===== src/sv/lsrc_pkg.sv =====
// Shared constants and types of the line segment rectangle clipper.
`timescale 1ns / 1ps

package lsrc_pkg;

  // Width of one coordinate field on the ports.
  localparam int COORD_BITS = 16;
  // Width of the window registers.
  localparam int WIN_BITS = 12;
  // Internal coordinate width: must hold both a port coordinate and a window edge.
  localparam int SPAN_W = (COORD_BITS > WIN_BITS + 1) ? COORD_BITS : WIN_BITS + 1;
  // Signed width of a difference of two internal coordinates.
  localparam int CALC_W = SPAN_W + 1;
  // Width of the magnitude of such a difference.
  localparam int MAG_W = SPAN_W;
  // Divider stages, two quotient bits per stage.
  localparam int DIV_STAGES = (MAG_W + 1) / 2;

  // Stream widths.
  localparam int IN_DATA_W = ((4 * COORD_BITS + 8 + 7) / 8) * 8;
  localparam int OUT_DATA_W = ((4 * COORD_BITS + 8 + 7) / 8) * 8;
  localparam int OUT_USER_W = 3;

  // Configuration register indexes.
  localparam int CFG_IDX_W = 2;
  localparam logic [CFG_IDX_W-1:0] REG_LEFT = 2'd0;
  localparam logic [CFG_IDX_W-1:0] REG_RIGHT = 2'd1;
  localparam logic [CFG_IDX_W-1:0] REG_TOP = 2'd2;
  localparam logic [CFG_IDX_W-1:0] REG_BOTTOM = 2'd3;

  // Window after reset.
  localparam logic [WIN_BITS-1:0] RST_LEFT = 12'd0;
  localparam logic [WIN_BITS-1:0] RST_RIGHT = 12'd319;
  localparam logic [WIN_BITS-1:0] RST_TOP = 12'd0;
  localparam logic [WIN_BITS-1:0] RST_BOTTOM = 12'd199;

  // Segment kinds.
  localparam logic [1:0] KIND_HORIZ = 2'd0;
  localparam logic [1:0] KIND_VERT = 2'd1;
  localparam logic [1:0] KIND_GENERAL = 2'd2;

  // One segment as it travels down the pipeline.
  typedef struct packed {
    logic signed [SPAN_W-1:0] x1;
    logic signed [SPAN_W-1:0] y1;
    logic signed [SPAN_W-1:0] x2;
    logic signed [SPAN_W-1:0] y2;
    logic [7:0]               colour;
    logic [1:0]               kind;
    logic                     rej;
    logic                     fwd_x;
    logic                     fwd_y;
  } item_t;

  // Which clip a step performs.
  typedef struct packed {
    logic axis_y;
    logic second;
  } step_sel_t;

endpackage


===== src/sv/lsrc_clip_step.sv =====
// One clip of one endpoint against one window edge, pipelined with a multiplier and divider.
`timescale 1ns / 1ps

module lsrc_clip_step (
  input  logic                                clk,
  input  logic                                rst,
  input  logic                                en,
  input  lsrc_pkg::step_sel_t                 sel,
  input  logic [lsrc_pkg::WIN_BITS-1:0]       bound_lo,
  input  logic [lsrc_pkg::WIN_BITS-1:0]       bound_hi,
  input  logic                                in_vld,
  input  lsrc_pkg::item_t                     in_item,
  output logic                                out_vld,
  output lsrc_pkg::item_t                     out_item
);

  typedef struct packed {
    logic                              vld;
    lsrc_pkg::item_t                   item;
    logic                              clip;
    logic [lsrc_pkg::WIN_BITS-1:0]     bnd;
    logic [lsrc_pkg::MAG_W-1:0]        b;
    logic [lsrc_pkg::MAG_W-1:0]        c;
    logic [lsrc_pkg::MAG_W-1:0]        dvmag;
    logic                              neg;
  } set_t;

  typedef struct packed {
    logic                              vld;
    lsrc_pkg::item_t                   item;
    logic                              clip;
    logic [lsrc_pkg::WIN_BITS-1:0]     bnd;
    logic [lsrc_pkg::MAG_W-1:0]        c;
    logic                              neg;
    logic [lsrc_pkg::MAG_W-1:0]        rem;
    logic [lsrc_pkg::MAG_W-1:0]        low;
    logic [lsrc_pkg::MAG_W-1:0]        q;
  } div_t;

  // Two restoring division steps; bits past the quotient width are skipped.
  function automatic div_t div_pair(input div_t d, input int first_bit);
    div_t                       r;
    logic [lsrc_pkg::MAG_W:0]   t;
    r = d;
    for (int j = 0; j < 2; j++) begin
      if (first_bit + j < lsrc_pkg::MAG_W) begin
        t = {r.rem, r.low[lsrc_pkg::MAG_W-1]};
        r.low = {r.low[lsrc_pkg::MAG_W-2:0], 1'b0};
        if (t >= {1'b0, r.c}) begin
          r.rem = lsrc_pkg::MAG_W'(t - {1'b0, r.c});
          r.q = {r.q[lsrc_pkg::MAG_W-2:0], 1'b1};
        end else begin
          r.rem = t[lsrc_pkg::MAG_W-1:0];
          r.q = {r.q[lsrc_pkg::MAG_W-2:0], 1'b0};
        end
      end
    end
    return r;
  endfunction

  // Setup: pick the moving endpoint, test it against the edge, form the operands.
  logic                                  fwd;
  logic                                  hi_side;
  logic                                  active;
  logic                                  p_out;
  logic                                  o_out;
  logic [lsrc_pkg::WIN_BITS-1:0]         bnd;
  logic signed [lsrc_pkg::SPAN_W-1:0]    pu;
  logic signed [lsrc_pkg::SPAN_W-1:0]    pv;
  logic signed [lsrc_pkg::SPAN_W-1:0]    ou;
  logic signed [lsrc_pkg::SPAN_W-1:0]    ov;
  logic signed [lsrc_pkg::CALC_W-1:0]    bnd_s;
  logic signed [lsrc_pkg::CALC_W-1:0]    db;
  logic signed [lsrc_pkg::CALC_W-1:0]    dc;
  logic signed [lsrc_pkg::CALC_W-1:0]    dv;
  logic signed [lsrc_pkg::CALC_W-1:0]    dc_abs;
  logic signed [lsrc_pkg::CALC_W-1:0]    dv_abs;
  set_t                                  set_next;
  set_t                                  set_r;

  always_comb begin
    if (sel.axis_y && !sel.second) begin
      fwd = (in_item.y2 >= in_item.y1);
    end else if (sel.axis_y) begin
      fwd = in_item.fwd_y;
    end else begin
      fwd = in_item.fwd_x;
    end
    case ({sel.axis_y, sel.second})
      2'b00: begin
        pu = in_item.x1; pv = in_item.y1; ou = in_item.x2; ov = in_item.y2;
      end
      2'b01: begin
        pu = in_item.x2; pv = in_item.y2; ou = in_item.x1; ov = in_item.y1;
      end
      2'b10: begin
        pu = in_item.y1; pv = in_item.x1; ou = in_item.y2; ov = in_item.x2;
      end
      default: begin
        pu = in_item.y2; pv = in_item.x2; ou = in_item.y1; ov = in_item.x1;
      end
    endcase
    hi_side = (fwd == sel.second);
    bnd = hi_side ? bound_hi : bound_lo;
    bnd_s = $signed(lsrc_pkg::CALC_W'(bnd));
    p_out = hi_side ? (lsrc_pkg::CALC_W'(pu) > bnd_s) : (lsrc_pkg::CALC_W'(pu) < bnd_s);
    o_out = hi_side ? (lsrc_pkg::CALC_W'(ou) > bnd_s) : (lsrc_pkg::CALC_W'(ou) < bnd_s);
    active = (in_item.kind == lsrc_pkg::KIND_GENERAL) && !in_item.rej;
    db = hi_side ? (lsrc_pkg::CALC_W'(pu) - bnd_s) : (bnd_s - lsrc_pkg::CALC_W'(pu));
    dc = lsrc_pkg::CALC_W'(ou) - lsrc_pkg::CALC_W'(pu);
    dv = lsrc_pkg::CALC_W'(ov) - lsrc_pkg::CALC_W'(pv);
    dc_abs = dc[lsrc_pkg::CALC_W-1] ? -dc : dc;
    dv_abs = dv[lsrc_pkg::CALC_W-1] ? -dv : dv;

    set_next.vld = in_vld;
    set_next.item = in_item;
    if (sel.axis_y && !sel.second) begin
      set_next.item.fwd_y = fwd;
    end
    set_next.item.rej = in_item.rej || (active && p_out && o_out);
    set_next.clip = active && p_out && !o_out;
    set_next.bnd = bnd;
    set_next.b = db[lsrc_pkg::MAG_W-1:0];
    set_next.c = dc_abs[lsrc_pkg::MAG_W-1:0];
    set_next.dvmag = dv_abs[lsrc_pkg::MAG_W-1:0];
    set_next.neg = dv[lsrc_pkg::CALC_W-1];
  end

  always_ff @(posedge clk) begin
    if (rst) begin
      set_r <= '0;
    end else if (en) begin
      set_r <= set_next;
    end
  end

  // Multiply: the numerator magnitude, split into the divider's starting halves.
  // Divider stages follow. The quotient never exceeds the moved coordinate's span,
  // so the upper half of the product is already below the divisor.
  logic [2*lsrc_pkg::MAG_W-1:0] prod;
  div_t                         div_r [0:lsrc_pkg::DIV_STAGES];

  assign prod = set_r.dvmag * set_r.b;

  always_ff @(posedge clk) begin
    if (rst) begin
      for (int k = 0; k <= lsrc_pkg::DIV_STAGES; k++) begin
        div_r[k] <= '0;
      end
    end else if (en) begin
      div_r[0].vld <= set_r.vld;
      div_r[0].item <= set_r.item;
      div_r[0].clip <= set_r.clip;
      div_r[0].bnd <= set_r.bnd;
      div_r[0].c <= set_r.c;
      div_r[0].neg <= set_r.neg;
      div_r[0].rem <= prod[2*lsrc_pkg::MAG_W-1:lsrc_pkg::MAG_W];
      div_r[0].low <= prod[lsrc_pkg::MAG_W-1:0];
      div_r[0].q <= '0;
      for (int k = 0; k < lsrc_pkg::DIV_STAGES; k++) begin
        div_r[k+1] <= div_pair(div_r[k], 2 * k);
      end
    end
  end

  // Update: move the endpoint onto the edge and apply the signed quotient.
  div_t                                  dfin;
  logic signed [lsrc_pkg::CALC_W-1:0]    qs;
  logic signed [lsrc_pkg::CALC_W-1:0]    vsum;
  logic signed [lsrc_pkg::SPAN_W-1:0]    fv;
  logic signed [lsrc_pkg::SPAN_W-1:0]    new_u;
  lsrc_pkg::item_t                       upd_item;

  always_comb begin
    dfin = div_r[lsrc_pkg::DIV_STAGES];
    qs = dfin.neg ? -$signed(lsrc_pkg::CALC_W'(dfin.q)) : $signed(lsrc_pkg::CALC_W'(dfin.q));
    case ({sel.axis_y, sel.second})
      2'b00:   fv = dfin.item.y1;
      2'b01:   fv = dfin.item.y2;
      2'b10:   fv = dfin.item.x1;
      default: fv = dfin.item.x2;
    endcase
    vsum = lsrc_pkg::CALC_W'(fv) + qs;
    new_u = $signed(lsrc_pkg::SPAN_W'(dfin.bnd));
    upd_item = dfin.item;
    if (dfin.clip) begin
      case ({sel.axis_y, sel.second})
        2'b00: begin
          upd_item.x1 = new_u; upd_item.y1 = vsum[lsrc_pkg::SPAN_W-1:0];
        end
        2'b01: begin
          upd_item.x2 = new_u; upd_item.y2 = vsum[lsrc_pkg::SPAN_W-1:0];
        end
        2'b10: begin
          upd_item.y1 = new_u; upd_item.x1 = vsum[lsrc_pkg::SPAN_W-1:0];
        end
        default: begin
          upd_item.y2 = new_u; upd_item.x2 = vsum[lsrc_pkg::SPAN_W-1:0];
        end
      endcase
    end
  end

  always_ff @(posedge clk) begin
    if (rst) begin
      out_vld <= 1'b0;
    end else if (en) begin
      out_vld <= dfin.vld;
    end
    if (en) begin
      out_item <= upd_item;
    end
  end

endmodule

===== config.mk =====
export PLATFORM = sky130hd
export DESIGN_NAME = lsrc_clip_step
export DESIGN_NICKNAME = d
export VERILOG_FILES = /design/src/sv/lsrc_pkg.sv /design/src/sv/lsrc_clip_step.sv
export SDC_FILE = /design/constraint.sdc
export NUM_CORES = 2
export LEC_CHECK = 0
export ABC_AREA = 1
export BUFFER_PORTS_ARGS = -buffer_cell sky130_fd_sc_hd__buf_2
export CELL_PAD_IN_SITES_DETAIL_PLACEMENT = 1
export CELL_PAD_IN_SITES_GLOBAL_PLACEMENT = 1
export CORE_AREA = 2 2 313 548
export CTS_CLUSTER_SIZE = 40
export DETAILED_ROUTE_END_ITERATION = 16
export DIE_AREA = 0 0 315 550
export PLACE_DENSITY = 0.81
export SYNTH_ARGS = -nofsm -noshare
export SYNTH_HDL_FRONTEND = slang
export SYNTH_SLANG_ARGS = --single-unit

===== constraint.sdc =====
create_clock -name clk -period 50.8 [get_ports clk]
set_input_delay 10.16 -clock clk [delete_from_list [all_inputs] [get_ports clk]]
set_output_delay 10.16 -clock clk [all_outputs]
set_load 0.03 [all_outputs]

# Word level (Yosys, flattened, before mapping)
# Memories as Yosys holds them, arrays and structs flattened.
# Index checks and enable logic that the tools add are counted.
# word_totals
wordCells	209
in_bits	107
output_inout_bits	78
ramBits	1404
register_bits	218
n_memories	1
# memory_table
memory	depth	width	rd	rd_ports_with_merged_regs	wr	line_no	rtl
div_r	9	156	9	0	9	lsrc_clip_step.sv:141	div_t div_r [0:lsrc_pkg::DIV_STAGES];
# classes
n_bitwise	17
n_mul	1
n_addsub	24
magnitude_cmp	21
n_eq_ne	4
mux	104
reduce_logical	11
# ops
operator	count
48-bit two-way mux	32
156-bit two-way mux	8
16-bit two-way mux	24
17-bit by 16-bit greater-or-equal comparator with 1-bit output	16
16-bit subtractor	16
16-bit case mux with 3 select lines	5
32-bit case mux with 2 select lines	2
77-bit two-way mux	1
64-bit two-way mux	1
16-bit negator	3
16-bit by 16-bit subtractor with 17-bit output	2
16-bit by 13-bit greater-than comparator with 1-bit output	2
16-bit by 13-bit < comparator with 1-bit output	2
16-bit by 16-bit multiplier with 32-bit output	1
1-bit two-way mux	29
12-bit two-way mux	2
1-bit OR	17
16-bit adder	1
16-bit greater-or-equal comparator	1
13-bit by 16-bit subtractor with 16-bit output	1
16-bit by 13-bit subtractor with 16-bit output	1
1-bit logical AND	5
2-bit == test, second input constant	2
1-bit zero test	3
5 further kinds	5

# Depth between registers and ports, before layout
# logic_depth
ltp_word	10
depth_mapped	35
ltp_nobuf	34

# Least setup slack after synthesis
# OpenSTA, ideal clock, no wires.
# synth_path
path_kind	input port to flip-flop
startpoint	in rst
endpoint	mem div_r[0][1000] (netlist name) (enable)
n_path_buf	2
setup_slack_ps	4788
path_stages	4
t_required_ps	48727
arrival_time_ps	43939
setup_time_ps	2073
path_cell_list	clkbuf_1 -> nor2_1 -> inv_2 -> clkbuf_1
# synth_lines
element	line_no	rtl
start, declared	lsrc_clip_step.sv:6	input logic rst,
end, declared	lsrc_clip_step.sv:141	

==> results.tsv <==
metric	value	unit
grt_max_degree	221	
dp.cells	11386	
crit_fanout	201	
syn-cell-area	0.0840	mm2
pre_cts_ws	34580	ps
cp-start-kind	primary input	
drt-vias-per-instance	5.40	
worst-path-buf-inv	7	
synth_async_sr_flop_share	0	%
cap_violations	0	
synth_edf_count	1305	
grt_overflow_total	0	
drive_gt1_share	6.35	%
clockBufferDepth	4	
fin_skew	79.2	ps
cp.arrival	15770	ps
port_buffers	184	
drv_slew	0	
max-slew-margin-rel	13.1	%
hold_viol	0	
critPathCaptureType	register	
synth_seq_cells	1446	
wl_met1	84800	um
root_buffer	clkbuf_16	
wl_met2	143000	um
syn_to_final_growth	8.94	%
crit_slowest_cell	buf_4	
fin_setup_tns	0	ps
wl_met3	8070	um
fmax	0.0651	GHz
layout_commonest_cell	inv_1	
routed_wl	259000	um
clkTransAtPathRegs	60	ps
power_density	55.2	mW/mm2
core_area	0.169	mm2
mostFrequentLayoutCells	1998 x inv_1, 1386 x nor2_1, 1348 x nand2_1	
setup_viol	0	
setup.worst_path.class	primary input to register	
min-delay-start	div_r[0][1333]	
num_io_pins	185	
holdBufCountCts	0	
place.gp.congestion	0.955	
drc	0	
fp-row-count	200	
die_h	550	um
crit_top_cell	buf_4	
cts-htree-levels	4	
min_path_type	register to register	
dp_hpwl	193000	um
grt_pass1_vias	69373	
worst_pin_slew	1300	ps
grt_use_total	29.7	%
period_share	30.3	%
cts_tree	done	
netlist_instances	9246	
yosysWarnings	0	
wl_per_cell	22.2	um
numClockSinks	1446	
avgSynthCellArea	9.09	um2
worst_ep_required_time	51190	ps
clock_latency	810	ps
rsz0062_at_grt	no	
top_layer	met5	
startpoint	en	
power.leakage	41.1	nW
grt_pass1_wl	391000	um
drt_iter0_drc	3615	
yosysSeqAreaShare	50.0	%
reg2reg_from	set_r[40]	
die_x	315	um
cts_made_buffers	148	
final_cells	11645	
vias	62842	
yosys_most_used_dff	edfxtp_1	
drt_pass1_iterations	7	
ctsResizeCount	0	
cp_cell_sequence	buf_4, buf_4, nor2_4, inv_8, buf_12, buf_4, buf_4, buf_4	
cts_setup_buffers	0	
die_area	0.173	mm2
ant_nets	0	
ir_worst_vdd	43.6	uV
cp_top_family	buffers and inverters	
grt_antenna_before_repair	11	
nNetsFinal	10097	
syn-num-nets	10029	
worst_slack	35430	ps
fin_crit	15370	ps
ys_types	73	
outcome	finished clean	
initial_core_util	49.7	%
cpPeakStageDelay	1020	ps
[sequential cells by signal, indices dropped and copies added (netlist names)]
register and flops:
div_r 1228, out_item 77, out_vld 1, set_r 140
[cell type report]
cell class              instances  area (um2)
multi-input cells            5440       33000
clock inverters                69         639
well taps                    2222        2780
flip-flops and latches       1446       42000
repair buffers                254        1520
clock buffers                 183        3910
fillers                     19236       77400
inverters                    2024        7610
diodes                          7        17.5
[where the power goes]
| group | switching, mW | internal, mW | total, mW |
|---|---|---|---|
| Clock | 0.467 | 0.594 | 1.06 |
| Sequential | 0.0665 | 1.44 | 1.51 |
| Combinational | 1.64 | 0.833 | 2.48 |
| Total | 2.18 | 2.87 | 5.05 |
[cells in the mapped netlist (125+ instances only)]
master	instances	area [um2]
inv_1	1998	7500
nor2_1	1388	5210
nand2_1	1348	5060
edfxtp_1	1305	39200
ha_1	462	5780
a21oi_1	438	2190
o21ai_0	388	1940
clkbuf_1	274	1030
fa_1	214	4280
nand3_1	212	1060
dfxtp_1	141	2820
o22ai_1	136	851
xor2_1	125	1090
[metrics by stage]
| step | cell area (um2) | total power, mW | hold slack (ps) | utilization (%) |
|---|---|---|---|---|
| floorplan | 84000 | 3.36 | 400 | - |
| global placement | 87000 | 3.87 | 404 | 51.5 |
| detailed placement | 87000 | 3.98 | 407 | 51.5 |
| CTS | 91500 | 5.06 | 405 | 54.2 |
| global route | 91500 | 5.37 | 403 | 54.2 |
| finish | 91500 | 5.05 | 398 | 54.2 |
[layer usage]
layer / up-vias / track usage [%]
met1: 30742 / 27.5
met3: 809 / 2.91
li1: 29727 / -
met4: 2 / 23.5
met2: 1562 / 58.1
met5: - / 0
[path summary, 6_finish.rpt]
kind	to	slack [ps]	depth (start not counted)
worst max-delay path	div_r[0][1363]	35430	8
worst max register to register	div_r[0][44]	43440	21
worst min-delay path	out_item[7]	400	0
worst min register to register	out_item[7]	400	0
[kinds of logic after synthesis]
logic type / count (synthesis) / synth area share [%]
adder cells (fa/ha/maj): 676 / 12.0
AND/OR/NAND/NOR: 3139 / 15.0
flip-flops: 1446 / 50.0
XOR/XNOR: 249 / 2.60
multiplexers: 1 / 0.0119
AO/OA/AOI/OAI: 1375 / 9.71
buffers and inverters: 2360 / 10.7
No activity file was read; power rests on OpenSTA's default activity.
